==> src/design/csvg_pkg.sv <==
`timescale 1ns / 1ps

package csvg_pkg;

  // Field widths
  localparam int IDX_W  = 12;
  localparam int SEG_W  = 13;
  localparam int RAD_W  = 16;
  localparam int DAT_W  = 16;
  localparam int U_W    = 17;
  localparam int TRIG_W = 16;
  localparam int POS_W  = 18;
  localparam int DVD_W  = 29;

  localparam logic [SEG_W-1:0] SEG_MIN     = 13'd3;
  localparam logic [SEG_W-1:0] SEG_CFG_MAX = 13'd8191;

  // Configuration register indexes
  typedef enum logic [1:0] {
    REG_SEGMENTS      = 2'd0,
    REG_TOP_RADIUS    = 2'd1,
    REG_BOTTOM_RADIUS = 2'd2,
    REG_HEIGHT        = 2'd3
  } cfg_reg_t;

  // Vertex order within one segment
  typedef enum logic [2:0] {
    CRN_TOP0   = 3'd0,
    CRN_BOT0_A = 3'd1,
    CRN_TOP1_A = 3'd2,
    CRN_BOT0_B = 3'd3,
    CRN_BOT1   = 3'd4,
    CRN_TOP1_B = 3'd5
  } corner_t;

  // Taylor series constants, unsigned Q2.30
  localparam logic [30:0] Q30_ONE = 31'h4000_0000;
  localparam logic [31:0] PI_Q30  = 32'd3373259426;
  localparam logic [32:0] RCP_NUM = 33'h1_0000_0000;
  localparam int          NSTEP   = 3;

  localparam logic [6:0]  SIN_DIV0 = 7'd72;
  localparam logic [6:0]  COS_DIV0 = 7'd90;
  localparam logic [29:0] SIN_RCP0 = 30'(RCP_NUM / 72);
  localparam logic [29:0] COS_RCP0 = 30'(RCP_NUM / 90);

  localparam logic [6:0] SIN_DIV [0:NSTEP-1] = '{7'd42, 7'd20, 7'd6};
  localparam logic [6:0] COS_DIV [0:NSTEP-1] = '{7'd56, 7'd30, 7'd12};
  localparam logic [29:0] SIN_RCP [0:NSTEP-1] =
    '{30'(RCP_NUM / 42), 30'(RCP_NUM / 20), 30'(RCP_NUM / 6)};
  localparam logic [29:0] COS_RCP [0:NSTEP-1] =
    '{30'(RCP_NUM / 56), 30'(RCP_NUM / 30), 30'(RCP_NUM / 12)};

  // Phase job from the divider
  typedef struct packed {
    logic           valid;
    logic           job;
    logic [U_W-1:0] u;
  } phase_t;

  // Sine and cosine of one phase
  typedef struct packed {
    logic                     valid;
    logic                     job;
    logic [U_W-1:0]           u;
    logic signed [TRIG_W-1:0] s;
    logic signed [TRIG_W-1:0] c;
  } trig_t;

  // Sideband that travels with the sine/cosine pipeline
  typedef struct packed {
    logic           job;
    logic [U_W-1:0] u;
    logic [1:0]     quad;
    logic           fold;
  } trig_side_t;

  // Reciprocal estimate is floor or one below: bump it once if needed
  function automatic logic [29:0] fix_quot(input logic [27:0] q_est,
                                           input logic [29:0] v,
                                           input logic [6:0]  d);
    logic [36:0] qd;
    logic [36:0] rem;
    qd  = 37'(q_est) * 37'(d);
    rem = 37'(v) - qd;
    if (rem >= 37'(d)) begin
      return 30'(q_est) + 30'd1;
    end
    return 30'(q_est);
  endfunction

endpackage

==> src/design/csvg_emit.sv <==
`timescale 1ns / 1ps

module csvg_emit (
  input  logic                                clk,
  input  logic                                rst_n,
  input  csvg_pkg::trig_t                     trig_in,
  input  logic [csvg_pkg::RAD_W-1:0]          top_radius,
  input  logic [csvg_pkg::RAD_W-1:0]          bottom_radius,
  input  logic signed [csvg_pkg::DAT_W-1:0]   height,
  output logic                                out_valid,
  output logic [2:0]                          out_corner,
  output logic signed [csvg_pkg::POS_W-1:0]   out_pos_x,
  output logic signed [csvg_pkg::DAT_W-1:0]   out_pos_y,
  output logic signed [csvg_pkg::POS_W-1:0]   out_pos_z,
  output logic [csvg_pkg::U_W-1:0]            out_tex_u,
  output logic                                out_tex_v,
  output logic signed [csvg_pkg::TRIG_W-1:0]  out_normal_x,
  output logic signed [csvg_pkg::TRIG_W-1:0]  out_normal_z,
  output logic                                out_last
);
  import csvg_pkg::*;

  // Edge 0 waits here until edge 1 arrives
  logic [U_W-1:0]           h_u_r;
  logic signed [TRIG_W-1:0] h_s_r, h_c_r;

  // Segment being emitted
  logic [U_W-1:0]           u0_r, u1_r;
  logic signed [TRIG_W-1:0] s0_r, c0_r, s1_r, c1_r;
  corner_t                  cnt_r;
  logic                     act_r;

  // Multiply stage
  logic                     m_vld_r;
  corner_t                  m_crn_r;
  logic [30:0]              m_mx_r, m_mz_r;
  logic                     m_negx_r, m_negz_r, m_bot_r;
  logic [U_W-1:0]           m_u_r;
  logic signed [TRIG_W-1:0] m_nx_r, m_nz_r;

  // Output stage
  logic                     o_vld_r;
  logic [2:0]               o_crn_r;
  logic signed [POS_W-1:0]  o_px_r, o_pz_r;
  logic signed [DAT_W-1:0]  o_py_r;
  logic [U_W-1:0]           o_u_r;
  logic                     o_v_r, o_last_r;
  logic signed [TRIG_W-1:0] o_nx_r, o_nz_r;

  // Pick edge and ring for the current corner
  logic                     edge1_w, bot_w;
  logic signed [TRIG_W-1:0] s_w, c_w, ms_w, mc_w;
  logic [U_W-1:0]           u_w;
  logic [RAD_W-1:0]         rad_w;

  always_comb begin
    unique case (cnt_r)
      CRN_TOP0: begin
        edge1_w = 1'b0;
        bot_w   = 1'b0;
      end
      CRN_BOT0_A, CRN_BOT0_B: begin
        edge1_w = 1'b0;
        bot_w   = 1'b1;
      end
      CRN_TOP1_A, CRN_TOP1_B: begin
        edge1_w = 1'b1;
        bot_w   = 1'b0;
      end
      CRN_BOT1: begin
        edge1_w = 1'b1;
        bot_w   = 1'b1;
      end
      default: begin
        edge1_w = 1'b0;
        bot_w   = 1'b0;
      end
    endcase
    s_w   = edge1_w ? s1_r : s0_r;
    c_w   = edge1_w ? c1_r : c0_r;
    u_w   = edge1_w ? u1_r : u0_r;
    rad_w = bot_w ? bottom_radius : top_radius;
    ms_w  = s_w[TRIG_W-1] ? -s_w : s_w;
    mc_w  = c_w[TRIG_W-1] ? -c_w : c_w;
  end

  // Collect edges and step through the six corners
  always_ff @(posedge clk) begin
    if (!rst_n) begin
      act_r <= 1'b0;
      cnt_r <= CRN_TOP0;
    end else if (trig_in.valid && trig_in.job) begin
      act_r <= 1'b1;
      cnt_r <= CRN_TOP0;
    end else if (act_r) begin
      if (cnt_r == CRN_TOP1_B) begin
        act_r <= 1'b0;
      end else begin
        cnt_r <= corner_t'(cnt_r + 3'd1);
      end
    end
  end

  always_ff @(posedge clk) begin
    if (trig_in.valid && !trig_in.job) begin
      h_u_r <= trig_in.u;
      h_s_r <= trig_in.s;
      h_c_r <= trig_in.c;
    end
    if (trig_in.valid && trig_in.job) begin
      u0_r <= h_u_r;
      s0_r <= h_s_r;
      c0_r <= h_c_r;
      u1_r <= trig_in.u;
      s1_r <= trig_in.s;
      c1_r <= trig_in.c;
    end
  end

  // Scale by radius
  always_ff @(posedge clk) begin
    if (!rst_n) begin
      m_vld_r <= 1'b0;
    end else begin
      m_vld_r <= act_r;
    end
  end

  always_ff @(posedge clk) begin
    m_crn_r  <= cnt_r;
    m_mx_r   <= 31'(ms_w[TRIG_W-2:0]) * 31'(rad_w);
    m_mz_r   <= 31'(mc_w[TRIG_W-2:0]) * 31'(rad_w);
    m_negx_r <= (s_w > 0);
    m_negz_r <= c_w[TRIG_W-1];
    m_bot_r  <= bot_w;
    m_u_r    <= u_w;
    m_nx_r   <= -s_w;
    m_nz_r   <= c_w;
  end

  // Round half away from zero and register the result
  logic [30:0]             rx_w, rz_w;
  logic signed [POS_W-1:0] px_w, pz_w;

  always_comb begin
    rx_w = m_mx_r + 31'd8192;
    rz_w = m_mz_r + 31'd8192;
    px_w = {1'b0, rx_w[30:14]};
    pz_w = {1'b0, rz_w[30:14]};
  end

  always_ff @(posedge clk) begin
    if (!rst_n) begin
      o_vld_r <= 1'b0;
    end else begin
      o_vld_r <= m_vld_r;
    end
  end

  always_ff @(posedge clk) begin
    o_crn_r  <= m_crn_r;
    o_px_r   <= m_negx_r ? -px_w : px_w;
    o_pz_r   <= m_negz_r ? -pz_w : pz_w;
    o_py_r   <= m_bot_r ? '0 : height;
    o_u_r    <= m_u_r;
    o_v_r    <= m_bot_r;
    o_nx_r   <= m_nx_r;
    o_nz_r   <= m_nz_r;
    o_last_r <= (m_crn_r == CRN_TOP1_B);
  end

  assign out_valid    = o_vld_r;
  assign out_corner   = o_crn_r;
  assign out_pos_x    = o_px_r;
  assign out_pos_y    = o_py_r;
  assign out_pos_z    = o_pz_r;
  assign out_tex_u    = o_u_r;
  assign out_tex_v    = o_v_r;
  assign out_normal_x = o_nx_r;
  assign out_normal_z = o_nz_r;
  assign out_last     = o_last_r;

endmodule

==> config.mk <==
export PLATFORM = sky130hd
export DESIGN_NAME = csvg_emit
export DESIGN_NICKNAME = d
export VERILOG_FILES = /design/src/design/csvg_pkg.sv /design/src/design/csvg_emit.sv
export SDC_FILE = /design/constraint.sdc
export NUM_CORES = 1
export LEC_CHECK = 0
export BUFFER_PORTS_ARGS = -buffer_cell sky130_fd_sc_hd__buf_2
export CAP_MARGIN = 20
export CORE_MARGIN = 2
export CORE_UTILIZATION = 60
export CTS_CLUSTER_DIAMETER = 120
export DETAILED_ROUTE_END_ITERATION = 10
export PLACE_DENSITY = 0.8
export SKIP_LAST_GASP = 1
export SLEW_MARGIN = 10
export SYNTH_ARGS = -nofsm -noshare
export SYNTH_HDL_FRONTEND = slang
export SYNTH_SLANG_ARGS = --single-unit
==> constraint.sdc <==
create_clock -name clk -period 9.6 [get_ports clk]
set_input_delay 0 -clock clk [delete_from_list [all_inputs] [get_ports clk]]
set_output_delay 0 -clock clk [all_outputs]
set_load 0.02 [all_outputs]
; ---- Word-level counts from Yosys, hierarchy flattened
; Cells that the tools add are included.
[classes]
n_addsub = 7
mul = 2
magnitude_cmp = 1
eq_ne = 6
muxes = 13
n_bitwise = 2
reduce_logical = 7
[op_table]
columns = op, count
row1 = $add A31 B14 Y31 const B, 2
row2 = $mul A15 B16 Y31, 2
row3 = $mux W17, 3
row4 = $mux W16, 3
row5 = $neg A17 Y18, 2
row6 = $mux W15, 2
row7 = $gt A16 B1 Y1 const B, 1
row8 = $neg A16 Y16, 1
row9 = $neg A15 Y15, 1
row10 = $eq A3 B3 Y1 const B, 3
row11 = $eq A3 B2 Y1 const B, 2
row12 = $reduce_or A3 Y1, 2
row13 = $mux W1, 5
row14 = $add A3 B1 Y3 const B, 1
row15 = $eq A3 B1 Y1 const B, 1
row16 = $logic_and A1 B1 Y1, 2
row17 = $not A1 Y1, 2
row18 = $reduce_and A2 Y1, 1
row19 = $reduce_or A2 Y1, 1
row20 = $logic_not A1 Y1, 1
[totals]
register_bits = 376
out_inout_bits = 107

; ---- Longest topological paths before layout
[logic_depth]
depth_word = 7
depth_mapped = 38
ltp_nobuf = 35

; ---- Worst setup path before layout
; No wires, ideal clock.
[synth_path]
kind = reg2reg
start = register cnt_r[0]
end = register m_mx_r[29]
setup_ns = 0.072
arrival_time_ns = 8.771
required_ns = 9.528
slack_ns = 0.756
path_stages_with_launch = 36
path_buffers = 4
period_less_slack_ns = 8.844
cell_sequence = dfxtp_1 -> inv_1 -> ha_1 -> or3b_4 -> nand2_2 -> buf_6 -> buf_4 -> buf_2 -> buf_2 -> mux2i_1 -> ha_1 -> nand3_2 -> or3_4 -> nor2_1 -> nor2_1 -> xor2_1 -> nor2_1 -> fa_1 -> fa_1 -> fa_1 -> fa_1 -> fa_1 -> inv_1 -> fa_1 -> inv_1 -> ha_1 -> a21o_1 -> a21o_1 -> a21oi_1 -> a21oi_1 -> nor2b_1 -> a31oi_2 -> a221o_1 -> a41oi_2 -> and2b_1 -> xnor2_1
[synth_via]
elab_chain_cells = 7
elab_cells_between_ends = 14
[synth_rtl]
columns = item, line
row1 = from (decl), csvg_emit.sv:30  ; corner_t cnt_r;
row2 = from (signal assigned), csvg_emit.sv:99  ; cnt_r <= corner_t'(cnt_r + 3'd1);
row3 = $eq A3 B3 Y1 / $eq A3 B2 Y1 (equally long branches), csvg_emit.sv:57  ; unique case (cnt_r)
row4 = $reduce_or A3 Y1 (no source line), -
row5 = $mux W1, csvg_emit.sv:57
row6 = $mux W16, csvg_emit.sv:79  ; s_w = edge1_w ? s1_r : s0_r;
row7 = $neg A16 Y16, -
row8 = $mux W15, csvg_emit.sv:83  ; ms_w = s_w[TRIG_W-1] ? -s_w : s_w;
row9 = $mul A15 B16 Y31 (*), csvg_emit.sv:131  ; m_mx_r <= 31'(ms_w[TRIG_W-2:0]) * 31'(rad_w);
row10 = to (signal assigned), csvg_emit.sv:131
row11 = to (decl), csvg_emit.sv:36  ; logic [30:0] m_mx_r, m_mz_r;
; Every way passes the cells marked *; elsewhere a longest branch is shown, timed or not.
; A chain may end at the register's enable or synchronous reset.

; ---- Final worst setup path
[layout_path]
start = register cnt_r[0]
end = register m_mz_r[30]
[layout_via]
elab_chain_cells = 7
elab_cells_between_ends = 14
[layout_rtl]
columns = item, line
row1 = $eq A3 B3 Y1 / $eq A3 B2 Y1 (equally long branches), csvg_emit.sv:57
row2 = $reduce_or A3 Y1 (no source line) (*), -
row3 = $mux W1 (*), csvg_emit.sv:57
row4 = $mux W16 (*), csvg_emit.sv:80  ; c_w = edge1_w ? c1_r : c0_r;
row5 = net c_w[0], csvg_emit.sv:52  ; logic signed [TRIG_W-1:0] s_w, c_w, ms_w, mc_w;
row6 = $neg A15 Y15, csvg_emit.sv:84  ; mc_w = c_w[TRIG_W-1] ? -c_w : c_w;
row7 = $mux W15 (*), csvg_emit.sv:84
row8 = $mul A15 B16 Y31 (*), csvg_emit.sv:132  ; m_mz_r <= 31'(mc_w[TRIG_W-2:0]) * 31'(rad_w);
row9 = to (signal assigned), csvg_emit.sv:132
row10 = to (decl), csvg_emit.sv:36
; The timed path passes the listed nets; every way through them passes the cells marked *.

==> impl_metrics.py <==
metrics = {
    "grt": {
        "grt_pass1_wl_um": 108800,
        "grt_max_degree": 79,
        "antenna_found_initial": 0,
        "grt-ovfl-total": 0,
        "grt_pass1_vias": 20699,
        "grt.total_usage_pct": 30.17,
    },
    "die": {
        "num_io_pins": 208,
        "die_y_um": 216.0,
        "rows": 77,
        "dieArea_um2": 46670,
        "core_area_um2": 44320,
        "die_width_um": 216.0,
        "start_util_pct": 60.86,
    },
    "timing": {
        "max_freq_mhz": 110.2,
        "maxSlewViolCount": 0,
        "tightest_slew_ns": 1.175,
        "skew_ns": 0.02678,
        "finalCriticalPeriod_ns": 9.077,
        "rsz0062_at_grt": "no",
        "fin_crit_sh_pct": 94.55,
        "setup-tns-final_ns": 0,
        "slew_headroom_pct": 21.09,
        "setup_viol": 0,
        "hold_viol_final": 0,
        "whs_ns": 0.1628,
    },
    "yosys": {
        "synth_simple_gate_area_share_pct": 13.49,
        "syn_area_um2": 26970,
        "synthDistinctLibCells": 76,
        "synthMuxAreaShare_pct": 2.612,
        "synthXorXnorAreaFrac_pct": 5.149,
        "ys.flop_type": "dfxtp_1",
        "synth_top_family_by_area": "adder cells",
        "syn_nets": 3300,
        "async_flop_share_pct": 0,
        "ys_warn_count": 0,
        "ys_ff_latch": 349,
        "synthAdderAreaFrac_pct": 35.62,
        "synth_cells": 2646,
        "synth-edff-count": 147,
        "synth_compound_area_share_pct": 4.602,
        "yosysSeqAreaShare_pct": 31.36,
        "syn_avg_cell_area_um2": 10.19,
    },
    "final_layout": {
        "fillers": 3210,
        "antennaDiodeCount": 0,
        "fin_nets": 3588,
        "drive_gt1_share_pct": 12.74,
        "synthToLayoutAreaGrowth_pct": 14.06,
    },
    "route": {
        "num_vias": 19840,
        "drc_errors": 0,
        "drtPass1Iterations": 6,
        "wire_per_inst_um": 19.43,
        "drt_iter0_drc": 1607,
        "viasPerCell": 5.587,
        "ant_nets": 0,
        "totalWireLength_um": 68980,
    },
    "worst_hold_path": {
        "hold_path_depth": 2,
        "holdPathEnd": "h_u_r[0]",
        "min_from": "trig_in[32]",
        "hold_class": "input pin to flip-flop",
    },
    "clock_tree": {
        "clock_sinks": 349,
        "path_clk_slew_ns": 0.06,
        "post_cts_buffers": 0,
        "htreeDepth": 2,
        "cts_tree": "done",
        "insertion_delay_ns": 0.56,
        "cts_buffers": 35,
        "cts_root_buf": "clkbuf_16",
        "cts_buffer_depth": 3,
    },
    "worst_setup_path": {
        "crit_type": "flip-flop to flip-flop",
        "required_ns": 10.09,
        "r2r_cells": 33,
        "max_stage_delay_ns": 0.93,
        "critical_path_arrival_ns": 9.57,
        "r2r-end": "m_mz_r[30]",
        "worst_path_most_repeated_cell": "inv_1",
        "rrSetupSlack_ns": 0.52,
        "critPathSlowestCell": "xnor2_1",
        "cp-end-kind": "flip-flop",
        "startpoint_type": "flip-flop",
        "r2r_start": "cnt_r[0]",
        "crit_start": "cnt_r[0]",
        "cp_max_fo": 12,
    },
    "status": {
        "status": "finished, final reports clean",
    },
    "flow_run": {
        "maxCapViolCount": 0,
    },
    "placement": {
        "gp_congestion": 1.034,
        "numPortBuffers": 207,
        "dpl.hpwl_um": 52600,
    },
}
## metal layers
layer  GRT usage, %  vias up  part of all wire (%)
met5              0        -                     0
met4          14.00        0                   5.0
met3          7.893      228                    11
met2          48.56     1053                    47
met1          38.38     9689                    38
li1               -     8870                     -
## worst max-delay path: cells and delay by family (launching register included)
kind	cells	cell delay, ns
and+or+nand+nor	7	1.26
muxes	1	0.40
DFF	1	0.41
buffers and inverters	8	0.76
adders and majority gates	8	3.44
AOI/OAI and AO/OA	7	1.67
xor gates and xnor gates	2	1.06
## flip-flops by register name (all words and copies together), names as in the netlist, 15 cells and up
| name | count |
|---|---|
| m_mz_r | 18 |
| c1_r | 16 |
| m_nx_r | 16 |
| m_u_r | 17 |
| h_s_r | 16 |
| m_mx_r | 18 |
| out_normal_z | 16 |
| out_pos_z | 18 |
| h_u_r | 17 |
| s1_r | 16 |
| u1_r | 17 |
| u0_r | 17 |
| s0_r | 16 |
| out_normal_x | 16 |
| c0_r | 16 |
| out_pos_x | 18 |
| out_pos_y | 16 |
| h_c_r | 16 |
| m_nz_r | 15 |
| out_tex_u | 17 |
## placed cells by master (no fill, tap or decap), types with 4 or more instances in the layout
| cell | instances |
|---|---|
| a21o_1 | 28 |
| nor2_1 | 287 |
| and2_1 | 34 |
| a21boi_0 | 4 |
| clkinv_1 | 5 |
| clkbuf_16 | 36 |
| buf_4 | 65 |
| clkbuf_1 | 9 |
| or2_2 | 6 |
| nor3_1 | 24 |
| o21ai_0 | 39 |
| a31oi_1 | 7 |
| xor2_1 | 45 |
| mux2_2 | 17 |
| o31a_1 | 5 |
| ha_1 | 195 |
| a21oi_1 | 41 |
| mux2i_1 | 42 |
| o21bai_1 | 9 |
| inv_1 | 414 |
| o21a_1 | 7 |
| a211oi_1 | 6 |
| xnor2_1 | 107 |
| dlygate4sd3_1 | 69 |
| buf_2 | 207 |
| fa_1 | 358 |
| o31ai_1 | 6 |
| and3_1 | 11 |
| mux2i_2 | 7 |
| nand2_1 | 321 |
| nor2b_1 | 28 |
| dfxtp_1 | 202 |
| edfxtp_1 | 147 |
| or3_1 | 4 |
| nand3_1 | 43 |
| nand2b_1 | 40 |
| nand4_1 | 12 |
## worst max-delay path by stage
| stage | endpoint | depth (start not counted) |
|---|---|---|
| finish | m_mz_r[30] | 33 |
| global route | m_mx_r[29] | 31 |
| CTS | m_mx_r[29] | 31 |
| detailed placement | m_mx_r[29] | 31 |
| global placement | m_mx_r[29] | 30 |
| floorplan | m_mx_r[29] | 35 |
## synth_stat cells (3+ instances only)
library cell	instances	area share, %
clkbuf_1	66	0.92
a21oi_1	41	0.76
ha_1	195	9.0
dfxtp_1	202	15
buf_1	7	0.097
xnor2_1	107	3.5
o21a_1	7	0.19
o21ai_0	39	0.72
a211oi_1	6	0.17
nor2b_1	29	0.67
nand2_1	321	4.5
nand4_1	12	0.28
nand2b_1	40	0.93
and2_1	35	0.81
o31a_1	5	0.16
nor2_1	288	4.0
o21bai_1	9	0.25
a21o_1	28	0.78
mux2i_1	49	1.8
o31ai_1	6	0.17
a31oi_1	7	0.16
mux2_2	17	0.71
nand3_1	43	0.80
or2_2	6	0.14
a21boi_0	4	0.11
and3_1	11	0.26
buf_2	14	0.26
xor2_1	46	1.5
inv_1	414	5.8
a22oi_1	3	0.083
o21ai_1	3	0.056
fa_1	358	27
a221o_1	3	0.11
or3_1	4	0.093
edfxtp_1	147	16
nor3_1	24	0.45
## metrics by stage
step / setup WS [ns] / instance area [µm²] / cells / utilization (%)
global route: 0.02632 / 30760 / 3551 / 69.42
detailed placement: 0.5489 / 28900 / 3420 / 65.22
floorplan: 0.7564 / 26970 / 2646 / -
CTS: 0.5297 / 30760 / 3551 / 69.40
finish: 0.5234 / 30760 / 3551 / 69.42
global placement: 0.7642 / 28900 / 3420 / 65.22
## layout make-up
class | instances | area (µm²) | share of cell area, %
clock inverter | 15 | 201.4 | 0.6548
sequential | 349 | 8458 | 27.49
multi-input combinational | 1791 | 16630 | 54.04
inverter | 416 | 1562 | 5.076
tap | 592 | 740.7 | 2.408
timing repair buffer | 341 | 2215 | 7.199
clock buffer | 47 | 962.2 | 3.128
## cell families after synthesis
| logic type | after synthesis |
|---|---|
| AOI/OAI and AO/OA | 182 |
| DFF | 349 |
| xor gates and xnor gates | 156 |
| buffers and inverters | 506 |
| adders and majority gates | 553 |
| muxes | 68 |
| and+or+nand+nor | 832 |
## what timing repair did
action / CTS / global route
endpoints found under the hold margin: 158 / 0
hold buffers: 69 / 0
resized for setup: 0 / 1
setup endpoints to repair: 0 / 3
Power is left out: the tool's default activity adds up to more than one toggle a clock period on the data nets, which glitch-free logic cannot reach.
