### src/design/csvg_pkg.sv
`timescale 1ns / 1ps

package csvg_pkg;

  // Field widths
  localparam int IDX_W  = 12;
  localparam int SEG_W  = 13;
  localparam int RAD_W  = 16;
  localparam int DAT_W  = 16;
  localparam int U_W    = 17;
  localparam int TRIG_W = 16;
  localparam int POS_W  = 18;
  localparam int DVD_W  = 29;

  localparam logic [SEG_W-1:0] SEG_MIN     = 13'd3;
  localparam logic [SEG_W-1:0] SEG_CFG_MAX = 13'd8191;

  // Configuration register indexes
  typedef enum logic [1:0] {
    REG_SEGMENTS      = 2'd0,
    REG_TOP_RADIUS    = 2'd1,
    REG_BOTTOM_RADIUS = 2'd2,
    REG_HEIGHT        = 2'd3
  } cfg_reg_t;

  // Vertex order within one segment
  typedef enum logic [2:0] {
    CRN_TOP0   = 3'd0,
    CRN_BOT0_A = 3'd1,
    CRN_TOP1_A = 3'd2,
    CRN_BOT0_B = 3'd3,
    CRN_BOT1   = 3'd4,
    CRN_TOP1_B = 3'd5
  } corner_t;

  // Taylor series constants, unsigned Q2.30
  localparam logic [30:0] Q30_ONE = 31'h4000_0000;
  localparam logic [31:0] PI_Q30  = 32'd3373259426;
  localparam logic [32:0] RCP_NUM = 33'h1_0000_0000;
  localparam int          NSTEP   = 3;

  localparam logic [6:0]  SIN_DIV0 = 7'd72;
  localparam logic [6:0]  COS_DIV0 = 7'd90;
  localparam logic [29:0] SIN_RCP0 = 30'(RCP_NUM / 72);
  localparam logic [29:0] COS_RCP0 = 30'(RCP_NUM / 90);

  localparam logic [6:0] SIN_DIV [0:NSTEP-1] = '{7'd42, 7'd20, 7'd6};
  localparam logic [6:0] COS_DIV [0:NSTEP-1] = '{7'd56, 7'd30, 7'd12};
  localparam logic [29:0] SIN_RCP [0:NSTEP-1] =
    '{30'(RCP_NUM / 42), 30'(RCP_NUM / 20), 30'(RCP_NUM / 6)};
  localparam logic [29:0] COS_RCP [0:NSTEP-1] =
    '{30'(RCP_NUM / 56), 30'(RCP_NUM / 30), 30'(RCP_NUM / 12)};

  // Phase job from the divider
  typedef struct packed {
    logic           valid;
    logic           job;
    logic [U_W-1:0] u;
  } phase_t;

  // Sine and cosine of one phase
  typedef struct packed {
    logic                     valid;
    logic                     job;
    logic [U_W-1:0]           u;
    logic signed [TRIG_W-1:0] s;
    logic signed [TRIG_W-1:0] c;
  } trig_t;

  // Sideband that travels with the sine/cosine pipeline
  typedef struct packed {
    logic           job;
    logic [U_W-1:0] u;
    logic [1:0]     quad;
    logic           fold;
  } trig_side_t;

  // Reciprocal estimate is floor or one below: bump it once if needed
  function automatic logic [29:0] fix_quot(input logic [27:0] q_est,
                                           input logic [29:0] v,
                                           input logic [6:0]  d);
    logic [36:0] qd;
    logic [36:0] rem;
    qd  = 37'(q_est) * 37'(d);
    rem = 37'(v) - qd;
    if (rem >= 37'(d)) begin
      return 30'(q_est) + 30'd1;
    end
    return 30'(q_est);
  endfunction

endpackage

### src/design/csvg_div.sv
`timescale 1ns / 1ps

module csvg_div (
  input  logic                          clk,
  input  logic                          rst_n,
  input  logic                          in_vld,
  input  logic                          in_job,
  input  logic [csvg_pkg::DVD_W-1:0]    dividend,
  input  logic [csvg_pkg::SEG_W-1:0]    divisor,
  output csvg_pkg::phase_t              ph_out
);
  import csvg_pkg::*;

  localparam int QW = U_W;

  logic [QW:0]       vld_r;
  logic [QW:0]       job_r;
  logic [SEG_W-1:0]  rem_r [0:QW];
  logic [QW-1:0]     low_r [0:QW];

  // Advance valid bits, one quotient bit per stage
  always_ff @(posedge clk) begin
    if (!rst_n) begin
      vld_r <= '0;
    end else begin
      vld_r <= {vld_r[QW-1:0], in_vld};
    end
  end

  always_ff @(posedge clk) begin
    logic [SEG_W:0] trial;
    logic           ge;
    job_r    <= {job_r[QW-1:0], in_job};
    rem_r[0] <= SEG_W'(dividend[DVD_W-1:QW]);
    low_r[0] <= dividend[QW-1:0];
    for (int s = 0; s < QW; s++) begin
      trial = {rem_r[s], low_r[s][QW-1]};
      ge    = trial >= {1'b0, divisor};
      rem_r[s+1] <= ge ? SEG_W'(trial - {1'b0, divisor}) : trial[SEG_W-1:0];
      low_r[s+1] <= {low_r[s][QW-2:0], ge};
    end
  end

  assign ph_out.valid = vld_r[QW];
  assign ph_out.job   = job_r[QW];
  assign ph_out.u     = low_r[QW];

endmodule

### config.mk
export PLATFORM = sky130hd
export DESIGN_NAME = csvg_div
export DESIGN_NICKNAME = d
export VERILOG_FILES = /design/src/design/csvg_pkg.sv /design/src/design/csvg_div.sv
export SDC_FILE = /design/constraint.sdc
export NUM_CORES = 1
export LEC_CHECK = 0
export CAP_MARGIN = 0
export CORE_AREA = 2 2 345 210
export CTS_CLUSTER_DIAMETER = 30
export DETAILED_ROUTE_END_ITERATION = 6
export DIE_AREA = 0 0 347 212
export DONT_BUFFER_PORTS = 1
export GPL_TIMING_DRIVEN = 0
export PLACE_DENSITY = 0.43
export SLEW_MARGIN = 30
export SYNTH_ARGS = -nofsm -noshare
export SYNTH_HDL_FRONTEND = slang
export SYNTH_SLANG_ARGS = --single-unit
### constraint.sdc
create_clock -name clk -period 5.5 [get_ports clk]
set_input_delay 0.55 -clock clk [delete_from_list [all_inputs] [get_ports clk]]
set_output_delay 0.55 -clock clk [all_outputs]
set_load 0.03 [all_outputs]
=== Word level (Yosys, flattened, before mapping) ===
Memories as Yosys holds them, arrays and structs flattened.
Index checks and enable logic that the tools add are counted.

* Muxes and demuxes: 17
* Magnitude comparators: 17
* $add $sub $neg: 17

{| class="wikitable"
|+ Operators with widths
! operator !! number
|-
| $ge 14x13->1 || 17
|-
| $mux 13 || 17
|-
| $sub 13x13->13 || 17
|}

* Register bits after elaboration: 36
* Logic and storage cells: 55
* Bits of input ports: 46
* Memories: 2
* Memory bits (writable): 540

{| class="wikitable"
|+ Memory list
! name !! depth !! bits a word !! rd ports !! clocked after Yosys merged registers in !! write ports !! RTL line !! RTL
|-
| low_r || 18 || 17 || 18 || 0 || 18 || csvg_div.sv:19 || <nowiki>logic [QW-1:0] low_r [0:QW];</nowiki>
|-
| rem_r || 18 || 13 || 17 || 0 || 18 || csvg_div.sv:18 || <nowiki>logic [SEG_W-1:0] rem_r [0:QW];</nowiki>
|}

=== Logic depth before layout (Yosys ltp) ===
Gate-level depths: netlist (run 1).

* Depth after elaboration: 2
* Depth in mapped cells: 13
* Mapped depth without buffers: 11

=== Least setup slack after synthesis (run 1) ===
Ideal clock, no wire load.

* Path type: input-to-reg
* Start: input divisor[2] (netlist name)
* End: memory rem_r[10][10]
* Data required time: 5.379 ns
* Stages on the path: 11
* Path slack: 2.461 ns
* Data arrival time: 2.918 ns
* Cell sequence: inv_1 -> ha_1 -> and2b_1 -> o21ai_1 -> a21boi_1 -> o21a_1 -> nor3_1 -> o31ai_1 -> a31oi_2 -> buf_4 -> mux2_2

{| class="wikitable"
|+ RTL lines
! element !! RTL line !! RTL
|-
| start, declared || csvg_div.sv:9 || <nowiki>input logic [csvg_pkg::SEG_W-1:0] divisor,</nowiki>
|-
| end, declared || csvg_div.sv:18 ||
|}

==> flow_summary_export.csv, run 1 <==
group,metric,value,unit
outcome,run_status,"completed",
floorplan,rows,76,
setup_path,crit_type,"flip-flop to flip-flop",
clocking,numCtsBuffers,101,
pwr,power_density,714,nW/µm²
floorplan,dieArea,73600,µm²
clocking,cts_max_level,3,
yosys,ys_types,61,
floorplan,fp.coreArea,70800,µm²
pwr,ir_drop,261,µV
timing,worst_pin_slew,805,ps
route,drt-initial-drc-count,767,
yosys,yosys_most_used_dff,"dfxtp_1",
yosys,synth_seq_area_share,48.8,%
yosys,synth_area,23100,µm²
clocking,cts_buffer_depth,3,
floorplan,start_util,32.6,%
route,drtPass1Iterations,6,
timing,setup_viol,0,
grt,grt_pass1_vias,15100,
yosys,syn_area_per_cell,10.7,µm²
setup_path,critical_path_arrival,4020,ps
floorplan,pin_count,65,
timing,finalCriticalPeriod,3510,ps
place,place_hpwl,38100,µm
yosys,ys_async_sr_fraction,0,%
min_path,worstHoldStart,"divisor[1]",
final_layout,diodes,0,
yosys,synth_area_leaders,"dfxtp_1 (49%), ha_1 (12%), mux2_2 (6.3%)",
floorplan,fp.dieW,347,µm
setup_path,cp_data_required_time,6010,ps
clocking,root_buffer,"clkbuf_16",
clocking,cts_hold_buf,32,
clocking,cts.clk_slew.worst_paths,60,ps
timing,post-route-period-util,63.8,%
yosys,netlist.top_cell.by_area,"dfxtp_1",
flow_run,cap_violations,0,
pwr,leakage,12.1,nW
place,io_buffers,0,
setup_path,end_kind,"flip-flop",
route,ant_nets,0,
timing,rsz0062_at_grt,"false",
grt,grt_usage,15.0,%
setup_path,r2r-end,"rem_r[16][7]",
clocking,post_cts_buffers,0,
final_layout,fin_area,28100,µm²
final_layout,fin_nets,2570,
final_layout,syn_to_final_growth,21.8,%
min_path,hold_depth,2,
yosys,synth_edf_count,0,
timing,slew_viol_final,0,
grt,grt_max_degree,18,
place,routabilityCongestion,0.842,
clocking,clock-sinks,562,
clocking,clk_latency,650,ps
final_layout,drive_gt1_share,15.9,%
yosys,yosys_warnings,0,
timing,slew_headroom,46.3,%
clocking,cts_tree,"built",
timing,setup_tns,0,ps
place,detailed_place.area,24300,µm²
route,wl_per_cell,16.5,µm
yosys,synth.top_cell.area_share,48.8,%
route,via_per_inst,4.74,
grt,grt_pass1_wl,86100,µm
route,drc_errors,0,
route,vias,15700,
yosys,synth_common_cells,"dfxtp_1 (562), ha_1 (221), a21oi_1 (150), nor2_1 (139), o21ai_0 (131)",
setup_path,rrSetupSlack,1990,ps
min_path,holdCritPathClass,"input port to flip-flop",
grt,antenna_found_initial,0,
setup_path,ff2ff_path_depth,12,
timing,fmax,285,MHz
final_layout,finish.utilization,39.7,%
timing,fin_skew,25.8,ps
clocking,cts-resized-gates,0,
timing,timing_hold_violations_final,0,
yosys,synth.most_common_cell,"dfxtp_1",
floorplan,die-height,212,µm
grt,grt_overflow,0,
setup_path,cp-start-kind,"flip-flop",
pwr,power.total,20.1,mW
route,drt-total-wl,54500,µm
setup_path,worstPathMaxFanout,10,
min_path,hold_path_end,"rem_r[10][1]",
setup_path,timing.rr.start,"low_r[15][16]",
yosys,syn_inst,2147,
yosys,ys_ff_latch,562,
yosys,synthesis.nets,2430,
-- worst max-delay path by stage --
stage	startpoint	to	depth (start not counted)
global placement	divisor[2]	rem_r[7][11]	11
detailed placement	divisor[2]	rem_r[7][7]	11
CTS	low_r[15][16]	rem_r[16][7]	12
floorplan	divisor[2]	rem_r[10][10]	11
finish	low_r[15][16]	rem_r[16][7]	12
global route	low_r[6][16]	rem_r[7][6]	12
-- sequential cells by signal, indices dropped and copies added (netlist names) --
signal	cells
vld_r	18
low_r	306
rem_r	220
job_r	18
-- worst max-delay path, stage by stage, from the launching register on --
cell	delay, ps
dfxtp_1	330
inv_1	110
ha_1	230
fa_1	410
nor2b_1	130
o21ai_0	140
a21boi_0	370
o21ai_0	220
nand2_1	120
a21oi_1	100
o21ai_1	550
buf_4	320
mux2_2	350
-- cells by family after synthesis --
kind of cell               Yosys count  synth area share, %
AOI/OAI and AO/OA                  526                 14.3
xor gates and xnor gates           137                 5.20
adders and majority gates          237                 13.4
buffers and inverters              107                 2.03
DFF                                562                 48.8
muxes                              164                 7.97
and+or+nand+nor                    414                 8.35
-- through the flow --
step           worst slack (ps)  hold slack [ps]  instances
2_1_floorplan              2460              310       2147
3_3_place_gp               1160              310       3083
3_5_place_dp               1600              312       3088
4_1_cts                    2000              105       3311
5_1_grt                    1730              127       3311
6_report                   1990              164       3311
-- routing by layer --
| layer | GRT usage, % | vias up | share of wire (%) |
|---|---|---|---|
| met1 | 23.7 | 7335 | 57 |
| met2 | 19.0 | 312 | 36 |
| li1 | - | 7956 | - |
| met3 | 3.49 | 103 | 4.9 |
| met4 | 5.59 | 0 | 2.9 |
| met5 | 0 | - | 0 |
-- cell usage in the layout, fill, tap and decap left out, types with 61 or more instances in the layout --
cell	synthesis	routed
clkbuf_16	0	102
nor2_1	139	139
a21oi_1	150	150
o21ai_0	131	131
inv_1	73	61
mux2_2	130	130
nand2_1	113	113
ha_1	221	221
xnor2_1	81	81
dfxtp_1	562	562
-- area by class of cell --
| cell class | instances | area (µm²) |
|---|---|---|
| fill | 6814 | 42800 |
| multi-input combinational | 1478 | 11300 |
| sequential | 562 | 11300 |
| clock buffer | 119 | 2730 |
| tap | 936 | 1170 |
| clock inverter | 72 | 708 |
| timing repair buffer | 37 | 420 |
| inverter | 73 | 274 |
| buffer | 34 | 194 |
-- where the power goes --
part	leakage (nW)	internal [mW]	total [mW]	switching, mW
clock network	1.66	3.78	6.07	2.29
registers	4.73	5.48	6.23	0.745
logic	5.73	3.69	7.75	4.07
total	12.1	13.0	20.1	7.10
Note: power is estimated with default switching activity, not from simulation.
==> run 2, diff against run 1 <==
- PLACE_DENSITY: 0.43 -> 0.44
- clock period: 5.5 -> 3.2 ns (I/O delays scaled with it)
==> run 2 against run 1 <==
  * Count of clock-buffer cells in the layout up 1
  * Sequential share of layout area down 0.57 points
  * Die area unchanged
  * First-iteration DRC count up 46%
  * Worst hold slack worse by 96 ps
  * Via count up 1.4%
  * Flip-flop and latch count unchanged
  * Critical endpoint is now rem_r[7][7]
  * Largest power group unchanged
==> flow_summary_export.csv, run 2 (synthesized netlist as in run 1, its figures left out) <==
group,metric,value,unit
outcome,run_status,"completed",
place,place_hpwl,38200,µm
final_layout,stdcell_count,3325,
clocking,clk_latency,680,ps
floorplan,fp.dieW,347,µm
grt,grt_pass1_vias,15400,
floorplan,die-height,212,µm
final_layout,fin_area,28500,µm²
final_layout,fin_nets,2586,
pwr,power_density,1250,nW/µm²
final_layout,diodes,0,
final_layout,regMostFlops,"low_r",
timing,setup_tns,0,ps
final_layout,syn_to_final_growth,23.6,%
clocking,cts_max_level,3,
final_layout,multiInputGateArea,11400,µm²
route,ant_nets,0,
timing,holdWs,67.8,ps
setup_path,cp-start-kind,"flip-flop",
route,wl_per_cell,16.6,µm
grt,grt_overflow,0,
flow_run,cap_violations,0,
clocking,numCtsBuffers,105,
setup_path,ff2ff_path_depth,12,
floorplan,dieArea,73600,µm²
floorplan,rows,76,
route,drt-total-wl,55300,µm
final_layout,ff_latch_area,11300,µm²
clocking,clock-sinks,562,
timing,setup_ws,132,ps
timing,fmax,326,MHz
grt,grt_usage,15.3,%
setup_path,worstPathMaxFanout,10,
floorplan,fp.coreArea,70800,µm²
setup_path,rrSetupSlack,130,ps
clocking,cts_buffer_depth,3,
timing,post-route-period-util,95.9,%
setup_path,end_kind,"flip-flop",
grt,grt_max_degree,18,
clocking,cts.clk_slew.worst_paths,60,ps
setup_path,cp_data_required_time,3750,ps
timing,setup_viol,0,
timing,slew_viol_final,0,
route,drtPass1Iterations,5,
place,placed_cells,3086,
place,detailed_place.area,24300,µm²
final_layout,final_common_cell,"dfxtp_1",
route,via_per_inst,4.79,
pwr,leakage,12.3,nW
route,vias,15900,
final_layout,finish.utilization,40.2,%
floorplan,start_util,32.6,%
timing,finalCriticalPeriod,3070,ps
timing,worst_pin_slew,795,ps
final_layout,largest_reg_flops,306,
min_path,holdCritPathClass,"input port to flip-flop",
pwr,ir_drop,428,µV
grt,antenna_found_initial,1,
final_layout,reg.largest.list,"low_r: 306 flops, rem_r: 220 flops",
final_layout,drive_gt1_share,16.7,%
final_layout,final.fill_count,6740,
timing,fin_skew,29.2,ps
final_layout,layout_common_cells,"dfxtp_1 (562), ha_1 (221), a21oi_1 (150)",
place,routabilityCongestion,0.847,
route,drc_errors,0,
setup_path,critical_path_arrival,3620,ps
clocking,root_buffer,"clkbuf_16",
clocking,cts_tree,"built",
route,drt-initial-drc-count,1121,
place,pre_cts_slack,-493,ps
setup_path,crit_type,"flip-flop to flip-flop",
min_path,hold_depth,2,
floorplan,pin_count,65,
timing,slew_headroom,46.9,%
timing,timing_hold_violations_final,0,
pwr,power.total,35.5,mW
place,io_buffers,0,
grt,grt_pass1_wl,86800,µm
[run 2: cell count changes in the layout (fill, tap and decap cells not counted), sizes merged]
| cell | change |
|---|---|
| buf | +12 |
| bufinv | +6 |
| clkinv | -10 |
| clkinvlp | +3 |
| dlygate4sd3 | +1 |
| inv | +2 |
[run 2: layer usage]
metal / GRT usage [%] / wire length [µm] / part of all wire (%) / vias to the layer above
met4: 5.31 / 1550 / 2.8 / 0
li1: - / - / - / 7992
met1: 23.9 / 30600 / 55 / 7448
met2: 19.1 / 19800 / 36 / 374
met3: 4.51 / 3370 / 6.1 / 119
met5: 0 / 0 / 0 / -
[run 2: worst paths after layout]
check	end	from
worst max-delay path	rem_r[7][7]	low_r[6][16]
worst min-delay path	rem_r[9][1]	divisor[1]
worst max register to register	rem_r[7][7]	low_r[6][16]
worst min register to register	low_r[5][3]	low_r[4][2]
[run 2: final cells by class]
class	count	share of cell area (%)
Buffer	33	0.729
Inverter	73	0.962
Multi-Input combinational cell	1478	40.1
Clock buffer	120	9.78
Tap cell	936	4.11
Clock inverter	73	2.99
Sequential cell	562	39.5
Timing Repair Buffer	50	1.91
[run 2: report_power, final]
group          leakage (nW)  total [mW]  switching (mW)  internal, mW
registers              4.73        10.7            1.23          9.43
logic                  5.82        13.7            7.20          6.53
clock network          1.74        11.1            3.98          7.13
total                  12.3        35.5            12.4          23.1
[run 2: critical path: stages, from the launching register on]
cell	delay, ps
dfxtp_1	300
inv_1	50
ha_1	210
fa_1	420
nor2b_1	150
o21ai_0	160
a21boi_2	240
o21ai_0	190
nand2_1	130
a21oi_1	170
o21ai_4	290
buf_4	290
mux2_2	360
[run 2: timing repair]
item	CTS	global route
hold endpoints to repair	77	1
hold buffers	34	1
buffers inserted	2	10
gates resized for setup	14	18
setup endpoints to repair	66	98
pin swaps	2	7
==> run 3, diff against run 2 <==
- GPL_TIMING_DRIVEN: 0 -> default
==> run 3 against run 2 <==
  * Register-to-register slack improved by 50 ps
  * Critical path depth decreased by 2
  * Count of clock-buffer cells in the layout fell by 4
  * Critical path type unchanged
  * Critical endpoint is now rem_r[13][8]
  * Largest cell class unchanged
==> flow_summary_export.csv, run 3 (synthesized netlist as in run 1, its figures left out) <==
group,metric,value,unit
outcome,run_status,"completed",
place,io_buffers,0,
pwr,power_density,1240,nW/µm²
clocking,root_buffer,"clkbuf_16",
route,via_per_inst,4.73,
clocking,cts_max_level,3,
final_layout,final.fill_count,6678,
final_layout,fin_nets,2585,
timing,post-route-period-util,94.3,%
place,routabilityCongestion,0.818,
route,ant_nets,0,
final_layout,multiInputGateArea,11300,µm²
clocking,clock-sinks,562,
clocking,cts_tree,"built",
floorplan,dieArea,73600,µm²
floorplan,pin_count,65,
setup_path,crit_chain,"inv_1, ha_1, fa_1, nor2b_1, o21ai_0, a21boi_0, o21ai_0, nand3_1, a41o_1, mux2_2",
grt,antenna_found_initial,4,
floorplan,rows,76,
setup_path,rrSetupSlack,180,ps
floorplan,fp.dieW,347,µm
timing,fin_skew,22.3,ps
route,drc_errors,0,
clocking,cts_buffer_depth,3,
final_layout,final_common_cell,"dfxtp_1",
final_layout,regMostFlops,"low_r",
final_layout,syn_to_final_growth,24.0,%
setup_path,end_kind,"flip-flop",
floorplan,start_util,32.6,%
floorplan,die-height,212,µm
timing,slew_viol_final,0,
setup_path,cp_slowest_cell,"a41o_1",
grt,grt_pass1_wl,84600,µm
setup_path,timing.rr.start,"low_r[12][16]",
route,drtPass1Iterations,7,
min_path,holdCritPathClass,"input port to flip-flop",
flow_run,cap_violations,0,
setup_path,r2r-end,"rem_r[13][8]",
timing,rsz0062_at_grt,"false",
setup_path,cp-start-kind,"flip-flop",
setup_path,cp_top_family,"compound AO/OA/AOI/OAI gates",
setup_path,ff2ff_path_depth,10,
route,wl_per_cell,16.2,µm
route,vias,15700,
route,drt-initial-drc-count,835,
clocking,clk_latency,650,ps
grt,grt_pass1_vias,15000,
pwr,leakage,12.4,nW
setup_path,critPathBufInv,1,
setup_path,crit_top_cell,"o21ai_0",
final_layout,layout_common_cells,"dfxtp_1 (562), ha_1 (221), a21oi_1 (150)",
timing,finalCriticalPeriod,3020,ps
final_layout,drive_gt1_share,16.5,%
grt,grt_max_degree,28,
floorplan,fp.coreArea,70800,µm²
min_path,hold_path_end,"rem_r[4][0]",
setup_path,cp_data_required_time,3710,ps
clocking,post_cts_buffers,0,
setup_path,critical_path_arrival,3530,ps
timing,holdWs,86.8,ps
clocking,numCtsBuffers,103,
timing,setup_tns,0,ps
setup_path,crit_path_max_incr_delay,520,ps
timing,timing_hold_violations_final,0,
min_path,worstHoldStart,"divisor[0]",
place,place_hpwl,37000,µm
timing,worst_pin_slew,526,ps
timing,setup_viol,0,
final_layout,ff_latch_area,11300,µm²
pwr,ir_drop,485,µV
timing,slew_headroom,65.0,%
grt,grt_usage,14.7,%
route,drt-total-wl,53900,µm
min_path,hold_depth,2,
grt,grt_overflow,0,
setup_path,worstPathMaxFanout,15,
final_layout,reg.largest.list,"low_r: 306 flops, rem_r: 220 flops",
setup_path,crit_type,"flip-flop to flip-flop",
timing,fmax,332,MHz
clocking,cts.clk_slew.worst_paths,50,ps
final_layout,largest_reg_flops,306,
[run 3: cell types whose count changed in the layout (fill, tap and decap cells not counted), moves of 5 or more]
cell and change:
buf_4 +13, clkbuf_1 -12, inv_1 +12, inv_2 -12, buf_12 +11, buf_2 -6, a21boi_0 +5, o21ai_4 -5
[run 3: how the worst max path moves through the flow]
stage	from	end	slack [ps]	cells after the start
after floorplan	divisor[2]	rem_r[10][10]	390	11
after global placement	divisor[7]	rem_r[2][7]	270	10
after detailed placement	low_r[12][16]	rem_r[13][8]	230	10
after CTS	low_r[12][16]	rem_r[13][8]	190	10
after global routing	low_r[12][16]	rem_r[13][2]	6	12
final	low_r[12][16]	rem_r[13][8]	180	10
[run 3: layer usage]
metal  vias to the layer above  track usage [%]  wire length [µm]
li1                       7975                -                 -
met1                      7266             23.2             29900
met2                       368             18.7             19500
met3                       107             3.70              3180
met4                         2             5.17              1320
met5                         -                0                13
[run 3: timing repair]
item / in CTS / in global routing
gates resized for setup: 0 / 1
hold endpoints to repair: 76 / 0
hold buffers: 35 / 0
endpoints found under the setup margin: 0 / 1
[run 3: where the power goes]
group / internal, mW / switching [mW]
clock network: 7.22 / 4.05
registers: 9.42 / 1.31
logic: 6.57 / 6.90
[run 3: worst reg2reg max path, cell delays in order, from the launching register on]
cell and delay (ps):
dfxtp_1 350, inv_1 50, ha_1 200, fa_1 410, nor2b_1 110, o21ai_0 100
a21boi_0 410, o21ai_0 210, nand3_1 130, a41o_1 520, mux2_2 410
[run 3: stage by stage]
step	area [µm²]	instances	worst slack [ps]	power (mW)	utilization, %
final	28600	3326	184	35.5	40.4
after floorplan	23100	2147	391	20.8	-
after global routing	28600	3325	6.31	37.9	40.4
after detailed placement	24500	3098	234	24.1	34.7
after global placement	24500	3098	271	24.0	34.7
after CTS	28600	3325	188	35.8	40.4
[run 3: area by class of cell]
| type | instances | area share [%] |
|---|---|---|
| tap | 936 | 4.09 |
| sequential | 562 | 39.3 |
| clock inverter | 76 | 3.20 |
| antenna | 1 | 0.00875 |
| clock buffer | 116 | 9.69 |
| inverter | 73 | 0.958 |
| multi-input combinational | 1478 | 39.7 |
| timing repair buffer | 84 | 3.06 |
